==> config.mk <==
export PLATFORM = sky130hd
export DESIGN_NAME = extended_cigar_builder
export DESIGN_NICKNAME = d
export VERILOG_FILES = /design/src/rtl/ecb_pkg.sv /design/src/rtl/ecb_core.sv /design/src/rtl/ecb_out_queue.sv /design/src/rtl/extended_cigar_builder.sv
export VERILOG_INCLUDE_DIRS = /design/src /design/src/rtl
export SDC_FILE = /design/constraint.sdc
export NUM_CORES = 1
export LEC_CHECK = 0
export ABC_AREA = 1
export BUFFER_PORTS_ARGS = -buffer_cell sky130_fd_sc_hd__clkbuf_2
export CORE_UTILIZATION = 55
export CTS_BUF_LIST = sky130_fd_sc_hd__clkbuf_16
export DETAILED_ROUTE_END_ITERATION = 7
export PLACE_DENSITY = 0.74
export SKIP_CTS_REPAIR_TIMING = 1
export SYNTH_ARGS = -nofsm -noshare
export SYNTH_HDL_FRONTEND = slang
export SYNTH_SLANG_ARGS = --single-unit
==> constraint.sdc <==
create_clock -name clock -period 7.5 [get_ports clock]
set_input_delay 1.5 -clock clock [delete_from_list [all_inputs] [get_ports clock]]
set_output_delay 1.5 -clock clock [all_outputs]
set_load 0.03 [all_outputs]
==> src/rtl/extended_cigar_builder_defines.svh <==
// assertion macros for the extended cigar builder
// expects signals named clock and reset in the module that uses them
`ifndef EXTENDED_CIGAR_BUILDER_DEFINES_SVH
`define EXTENDED_CIGAR_BUILDER_DEFINES_SVH

// same-cycle implication, checked out of reset
`define ECB_ASSERT_IMP(lbl, ante, cons, msg) \
   lbl: assert property (@(posedge clock) disable iff (reset) (ante) |-> (cons)) \
      else $error(msg);

// next-cycle implication, checked out of reset
`define ECB_ASSERT_NEXT(lbl, ante, cons, msg) \
   lbl: assert property (@(posedge clock) disable iff (reset) (ante) |=> (cons)) \
      else $error(msg);

`endif

==> src/rtl/ecb_pkg.sv <==
// shared types, codes and helpers for the extended cigar builder
// no dependencies
package ecb_pkg;

   localparam int LenBits            = 28;
   localparam int LengthBitsDefault  = 28;
   localparam int OutDepth           = 4;
   localparam int OutPtrBits         = $clog2(OutDepth);
   localparam int OutCntBits         = $clog2(OutDepth + 1);

   localparam logic       OpEntry    = 1'b0;
   localparam logic       OpPair     = 1'b1;
   localparam logic [3:0] CodeMatch  = 4'd0;
   localparam logic [3:0] CodeEqual  = 4'd7;
   localparam logic [3:0] CodeDiff   = 4'd8;
   localparam logic [7:0] BaseN      = 8'd78;
   localparam logic [7:0] CaseGap    = 8'd32;

   typedef struct packed {
      logic               op;
      logic [3:0]         cigar_code;
      logic [LenBits-1:0] cigar_length;
      logic [7:0]         read_base;
      logic [7:0]         ref_base;
      logic               read_end;
   } req_type;

   typedef struct packed {
      logic [3:0]         out_code;
      logic [LenBits-1:0] out_length;
      logic [LenBits-1:0] mismatch_total;
      logic               last;
   } rsp_type;

   // up to two results formed from one beat
   typedef struct packed {
      logic [1:0] count;
      rsp_type    first;
      rsp_type    second;
   } push_type;

   typedef struct packed {
      logic [OutCntBits-1:0] level;
      logic                  room_two;
   } queue_status_type;

   // read base counts as agreeing: exact, lowercase reference, or read N
   function automatic logic base_agrees(input logic [7:0] rd, input logic [7:0] rf);
      logic lower;
      lower = (rf >= CaseGap) && (rd == (rf - CaseGap));
      return (rd == rf) || lower || (rd == BaseN);
   endfunction

endpackage

==> src/rtl/ecb_core.sv <==
// input register, run/count state and result formation
// depends on ecb_pkg
module ecb_core #(
   parameter int LENGTH_BITS = ecb_pkg::LengthBitsDefault
) (
   input  logic                      clock,
   input  logic                      reset,
   input  logic                      req_valid,
   output logic                      req_stall,
   input  ecb_pkg::req_type          req_data,
   input  ecb_pkg::queue_status_type queue_status,
   output ecb_pkg::push_type         push
);

   localparam int FieldBits = ecb_pkg::LenBits;
   localparam logic [LENGTH_BITS-1:0] LenOne = LENGTH_BITS'(1);

   logic             in_valid_ff, in_valid_in;
   ecb_pkg::req_type in_data_ff;
   logic             advance;
   logic             accept;

   logic [LENGTH_BITS-1:0] run_ff, run_in;
   logic [LENGTH_BITS-1:0] rem_ff, rem_in;
   logic [LENGTH_BITS-1:0] cnt_ff, cnt_in;
   logic [LENGTH_BITS-1:0] cnt_new;
   logic [LENGTH_BITS-1:0] run_inc;
   logic [LENGTH_BITS-1:0] len_cut;
   logic [LENGTH_BITS-1:0] len0, len1;
   logic [3:0]             code0, code1;
   logic [1:0]             n;
   logic                   agree;

   assign advance   = in_valid_ff && queue_status.room_two;
   assign req_stall = in_valid_ff && !queue_status.room_two;
   assign accept    = req_valid && !req_stall;

   always_comb begin
      if (accept) begin
         in_valid_in = 1'b1;
      end else if (advance) begin
         in_valid_in = 1'b0;
      end else begin
         in_valid_in = in_valid_ff;
      end
   end

   always_ff @(posedge clock) begin
      if (reset) begin
         in_valid_ff <= 1'b0;
      end else begin
         in_valid_ff <= in_valid_in;
      end
   end

   always_ff @(posedge clock) begin
      if (accept) begin
         in_data_ff <= req_data;
      end
   end

   assign len_cut = in_data_ff.cigar_length[LENGTH_BITS-1:0];
   assign agree   = ecb_pkg::base_agrees(in_data_ff.read_base, in_data_ff.ref_base);
   assign run_inc = (run_ff == '1) ? run_ff : run_ff + LenOne;

   always_comb begin
      run_in  = run_ff;
      rem_in  = rem_ff;
      cnt_new = cnt_ff;
      cnt_in  = cnt_ff;
      n       = 2'd0;
      code0   = ecb_pkg::CodeDiff;
      len0    = LenOne;
      code1   = ecb_pkg::CodeDiff;
      len1    = LenOne;
      if (advance) begin
         if (in_data_ff.op == ecb_pkg::OpEntry) begin
            // a new entry drops any unfinished run
            run_in = '0;
            if (in_data_ff.cigar_code == ecb_pkg::CodeMatch) begin
               rem_in = len_cut;
            end else begin
               rem_in = '0;
               n      = 2'd1;
               code0  = in_data_ff.cigar_code;
               len0   = len_cut;
            end
         end else if (rem_ff != '0) begin
            rem_in = rem_ff - LenOne;
            if (!agree) begin
               cnt_new = (cnt_ff == '1) ? cnt_ff : cnt_ff + LenOne;
               run_in  = '0;
               if (run_ff != '0) begin
                  n     = 2'd2;
                  code0 = ecb_pkg::CodeEqual;
                  len0  = run_ff;
               end else begin
                  n = 2'd1;
               end
            end else begin
               run_in = run_inc;
               // last pair of the match flushes the run
               if (rem_ff == LenOne) begin
                  n      = 2'd1;
                  code0  = ecb_pkg::CodeEqual;
                  len0   = run_inc;
                  run_in = '0;
               end
            end
         end
         cnt_in = in_data_ff.read_end ? '0 : cnt_new;
      end
   end

   always_ff @(posedge clock) begin
      if (reset) begin
         run_ff <= '0;
         rem_ff <= '0;
         cnt_ff <= '0;
      end else begin
         run_ff <= run_in;
         rem_ff <= rem_in;
         cnt_ff <= cnt_in;
      end
   end

   always_comb begin
      push.count                 = n;
      push.first.out_code        = code0;
      push.first.out_length      = FieldBits'(len0);
      push.first.mismatch_total  = FieldBits'(cnt_new);
      push.first.last            = (n == 2'd1);
      push.second.out_code       = code1;
      push.second.out_length     = FieldBits'(len1);
      push.second.mismatch_total = FieldBits'(cnt_new);
      push.second.last           = 1'b1;
   end

endmodule

==> src/rtl/ecb_out_queue.sv <==
// small result queue taking up to two results a cycle, one out per beat while rsp_stall is low
// depends on ecb_pkg
module ecb_out_queue (
   input  logic                      clock,
   input  logic                      reset,
   input  ecb_pkg::push_type         push,
   output logic                      rsp_valid,
   input  logic                      rsp_stall,
   output ecb_pkg::rsp_type          rsp_data,
   output ecb_pkg::queue_status_type queue_status
);

   localparam int PtrBits = ecb_pkg::OutPtrBits;
   localparam int CntBits = ecb_pkg::OutCntBits;
   localparam logic [CntBits-1:0] RoomLimit = CntBits'(ecb_pkg::OutDepth - 2);

   ecb_pkg::rsp_type entry_ff [ecb_pkg::OutDepth];

   logic [PtrBits-1:0] wr_ptr_ff, wr_ptr_in;
   logic [PtrBits-1:0] rd_ptr_ff, rd_ptr_in;
   logic [CntBits-1:0] level_ff, level_in;
   logic [PtrBits-1:0] wr_next;
   logic               pop;

   assign rsp_valid = (level_ff != '0);
   assign pop       = rsp_valid && !rsp_stall;
   assign rsp_data  = entry_ff[rd_ptr_ff];
   assign wr_next   = wr_ptr_ff + PtrBits'(1);

   assign wr_ptr_in = wr_ptr_ff + PtrBits'(push.count);
   assign rd_ptr_in = pop ? rd_ptr_ff + PtrBits'(1) : rd_ptr_ff;
   assign level_in  = level_ff + CntBits'(push.count) - CntBits'(pop);

   assign queue_status.level    = level_ff;
   assign queue_status.room_two = (level_ff <= RoomLimit);

   always_ff @(posedge clock) begin
      if (push.count != 2'd0) begin
         entry_ff[wr_ptr_ff] <= push.first;
      end
      if (push.count == 2'd2) begin
         entry_ff[wr_next] <= push.second;
      end
   end

   always_ff @(posedge clock) begin
      if (reset) begin
         wr_ptr_ff <= '0;
         rd_ptr_ff <= '0;
         level_ff  <= '0;
      end else begin
         wr_ptr_ff <= wr_ptr_in;
         rd_ptr_ff <= rd_ptr_in;
         level_ff  <= level_in;
      end
   end

endmodule

==> src/rtl/extended_cigar_builder.sv <==
// with an empty queue, a beat passes the input register and then the result queue before
// its first result is offered
// throughput: one input beat per cycle while the result queue has two free entries; a beat
// with two results is soaked up by a four-entry result queue; a held beat stalls the input
// until the queue has two free entries
// reset: synchronous, clears run, pending pair count, mismatch count and empties the queue
`include "extended_cigar_builder_defines.svh"

module extended_cigar_builder #(
   parameter int LENGTH_BITS = ecb_pkg::LengthBitsDefault
) (
   input  logic             clock,
   input  logic             reset,
   input  logic             req_valid,
   output logic             req_stall,
   input  ecb_pkg::req_type req_data,
   output logic             rsp_valid,
   input  logic             rsp_stall,
   output ecb_pkg::rsp_type rsp_data
);

   ecb_pkg::push_type         push;
   ecb_pkg::queue_status_type queue_status;

   ecb_core #(
      .LENGTH_BITS(LENGTH_BITS)
   ) u_core (
      .clock       (clock),
      .reset       (reset),
      .req_valid   (req_valid),
      .req_stall   (req_stall),
      .req_data    (req_data),
      .queue_status(queue_status),
      .push        (push)
   );

   ecb_out_queue u_queue (
      .clock       (clock),
      .reset       (reset),
      .push        (push),
      .rsp_valid   (rsp_valid),
      .rsp_stall   (rsp_stall),
      .rsp_data    (rsp_data),
      .queue_status(queue_status)
   );

   `ECB_ASSERT_IMP(a_queue_bound, 1'b1,
      queue_status.level <= ecb_pkg::OutDepth, "result queue overflow")
   `ECB_ASSERT_IMP(a_pair_form, push.count == 2'd2,
      (push.first.out_code == ecb_pkg::CodeEqual) &&
      (push.second.out_code == ecb_pkg::CodeDiff) &&
      (push.second.mismatch_total != '0), "bad two-result beat")
   `ECB_ASSERT_NEXT(a_push_shows, push.count != 2'd0, rsp_valid, "pushed result not offered")

endmodule
==> metrics.yaml <==
drc: 0
grt_pass1_vias: 15810
met1_layer_usage_reported_by_global_route_pct: 41.8
total_leakage_power_uw: 0.00883
grt-ovfl-total: 0
final_cell_mix: "622 x nand2_1, 260 x nor2_1, 224 x dfxtp_1, 219 x nand3_1, 193 x o21ai_0"
utilization_pct: 62.0
combined_area_of_the_multi_input_logic_cells_um2: 8140
max_slew_margin_pct: 24.2
arrival_ns: 3.26
crit_fanout: 62
global_route.peak_usage_layer: "met2"
max_slew.worst_pin.slew_ns: 1.14
die_area_um2: 34900
min_period_over_period_pct: 63.5
dieWidth_um: 187
die_h_um: 187
fin_hold_ws_ns: 0.452
post_detailed_routing_wire_length_mm: 53.1
area_growth_from_synthesis_to_layout_pct: 10.8
num_vias: 17162
dominantRegCellSynth: "dfxtp_1"
clock-root-buffer: "clkbuf_16"
critical_path_required_ns: 6.00
placed_area_um2: 19500
finalNetCount: 2528
synth_cell_type_count: 50
rr_worst_depth: 10
power_per_cell_area_nw_per_um2: 305
wire_length_of_the_first_global_routing_pass_mm: 83.8
synth-edff-count: 162
synth_seq_area_share_pct: 49.9
netlist_instances: 2421
min_delay_path_depth: 2
final_ant_viol_nets: 0
path_clk_slew_ns: 0.06
port_buffers: 116
cts_made_buffers: 42
ff_latch_count_synth: 388
worst_ir_drop_vdd_v: 0.000232
diodes_inserted: 0
worst_path_most_repeated_cell: "buf_4"
pin_count_of_the_biggest_net_entering_global_routing: 111
cts_buffer_depth: 3
synthesis.yosys.warnings: 0
worstSkewPairLatency_ns: 0.55
tritoncts: "built"
final.setup.tns_ns: 0
cp_slowest_cell: "inv_1"
first_pass_iters: 5
dp_slack_ns: 2.93
groute.usage.overall_pct: 29.7
filler_cell_count: 2970
maxCapViolations: 0
synth_top_area_share_pct: 25.9
mappedNetlistNets: 2484
critical_path.startpoint_type: "flip-flop"
post_synthesis_cell_type_with_the_largest_combined_area: "edfxtp_1"
drt-initial-drc-count: 1650
finalSetupViolCount: 0
share_of_layout_cells_above_drive_strength_1_pct: 9.58
floorplan.io_pins: 117
grt_setup_unrepaired: "no"
synthArstFlopShare_pct: 0
use_met3_pct: 4.30
starting_density_pct: 56.0
drv_slew: 0
cts_htree_levels: 2
synthTopCellsByArea: "edfxtp_1 26%, dfxtp_1 24%, nand2_1 12%"
hold_class: "reg -> reg"
fin_worst_skew_ns: 0.0286
maxClockFrequency_mhz: 210
final_common_cell: "nand2_1"
detail_route.vias_per_cell: 5.83
final_area_um2: 20800
crit_type: "reg -> out"
use_met2_pct: 47.5
finalCriticalPeriod_ns: 4.76
cts.sink_count: 388
end_kind: "output port"
critical-path-max-stage-delay_ns: 0.81
layout.area.seq_um2: 9390
status: "finished clean"
final_critical_path_setup_slack_ns: 2.74
syn_avg_cell_area_um2: 7.77
synth.cell_area_um2: 18800
design.core.area_um2: 33600
antenna_violations_before_repair: 0
dp_hpwl_mm: 33.4
routabilityCongestion: 0.933
wire_per_inst_um: 18.0
placementRows: 67
series_of_cell_instances_along_the_critical_path: "buf_4 -> inv_1 -> buf_4 -> o21ai_0 -> o22ai_1 -> clkbuf_2"
timing_hold_violations_final: 0
## worst paths after layout
check,from,end,slack [ns]
max,flip-flop,rsp_data[30],2.74
min,u_queue.entry_ff[1][29]$_SDFFE_PP1P_,u_queue.entry_ff[1][29]$_SDFFE_PP1P_,0.45
min reg2reg,u_queue.entry_ff[1][29]$_SDFFE_PP1P_,u_queue.entry_ff[1][29]$_SDFFE_PP1P_,0.45
max reg2reg,u_core.in_data_ff[49]$_DFFE_PP_,u_queue.entry_ff[0][6]$_DFFE_PP_,2.79
## final cells by class
type | count | area share, %
inverter | 174 | 3.16
sequential | 388 | 45.1
clock buffer | 42 | 5.04
multi-input combinational | 1726 | 39.1
timing repair buffer | 133 | 3.40
clock inverter | 33 | 1.59
tap | 448 | 2.69
## stage by stage
step / std cells / power, µW
floorplan: 2421 / 3800
global placement: 2869 / 4260
detailed placement: 2869 / 4290
CTS: 2944 / 6360
global route: 2944 / 6630
finish: 2944 / 6360
## per-layer routing
| metal | routed length [µm] | vias up | part of all wire, % |
|---|---|---|---|
| li1 | - | 8221 | - |
| met1 | 22700 | 8022 | 43 |
| met2 | 23900 | 826 | 45 |
| met3 | 5100 | 93 | 9.6 |
| met4 | 1360 | 0 | 2.6 |
| met5 | 0 | - | 0 |
## worst max-delay path: cells and delay by family (launching register included)
| family | cells | cell delay, ns |
|---|---|---|
| buffers and inverters | 4 | 1.90 |
| flip-flops | 1 | 0.31 |
| AO/OA/AOI/OAI | 2 | 0.46 |
## state kept, by name, summed over array words and instances, names as in the netlist, named ones only
register and count:
u_core.cnt_ff 28, u_core.in_data_ff 22, u_core.rem_ff 28, u_core.in_valid_ff 1, u_queue.entry_ff 244, u_core.run_ff 28, u_queue.wr_ptr_ff 2, u_queue.rd_ptr_ff 2
u_queue.level_ff 3, u_core.len_cut 28
## logic make-up after synthesis
group / synth area share, %
AO/OA/AOI/OAI: 13.6
XOR/XNOR: 1.54
adder cells (fa/ha/maj): 0.639
buffers and inverters: 6.92
flip-flops: 49.9
multiplexers: 0.0532
AND/OR/NAND/NOR: 27.4
## cell usage after synthesis (5+ instances only)
library cell / instances
a211oi_1: 10
a21boi_0: 8
a21oi_1: 157
a221oi_1: 5
a22oi_1: 11
and2_1: 6
buf_2: 28
buf_4: 7
buf_6: 9
clkbuf_1: 86
dfxtp_1: 226
edfxtp_1: 162
ha_1: 8
inv_1: 165
inv_2: 6
nand2_1: 626
nand2_2: 8
nand3_1: 219
nand3b_1: 6
nand4_1: 31
nor2_1: 261
nor2_2: 6
nor3_1: 33
nor4_1: 6
o211ai_1: 8
o21ai_0: 193
o22ai_1: 62
xnor2_1: 13
xor2_1: 20
## power breakdown
group          switching [µW]  total, µW  leakage (µW)  internal (µW)
Clock                     859       2090      0.000703           1230
Combinational            1240       1710       0.00469            472
Sequential                144       2560       0.00343           2410
Power figures use the tool's default switching activity.
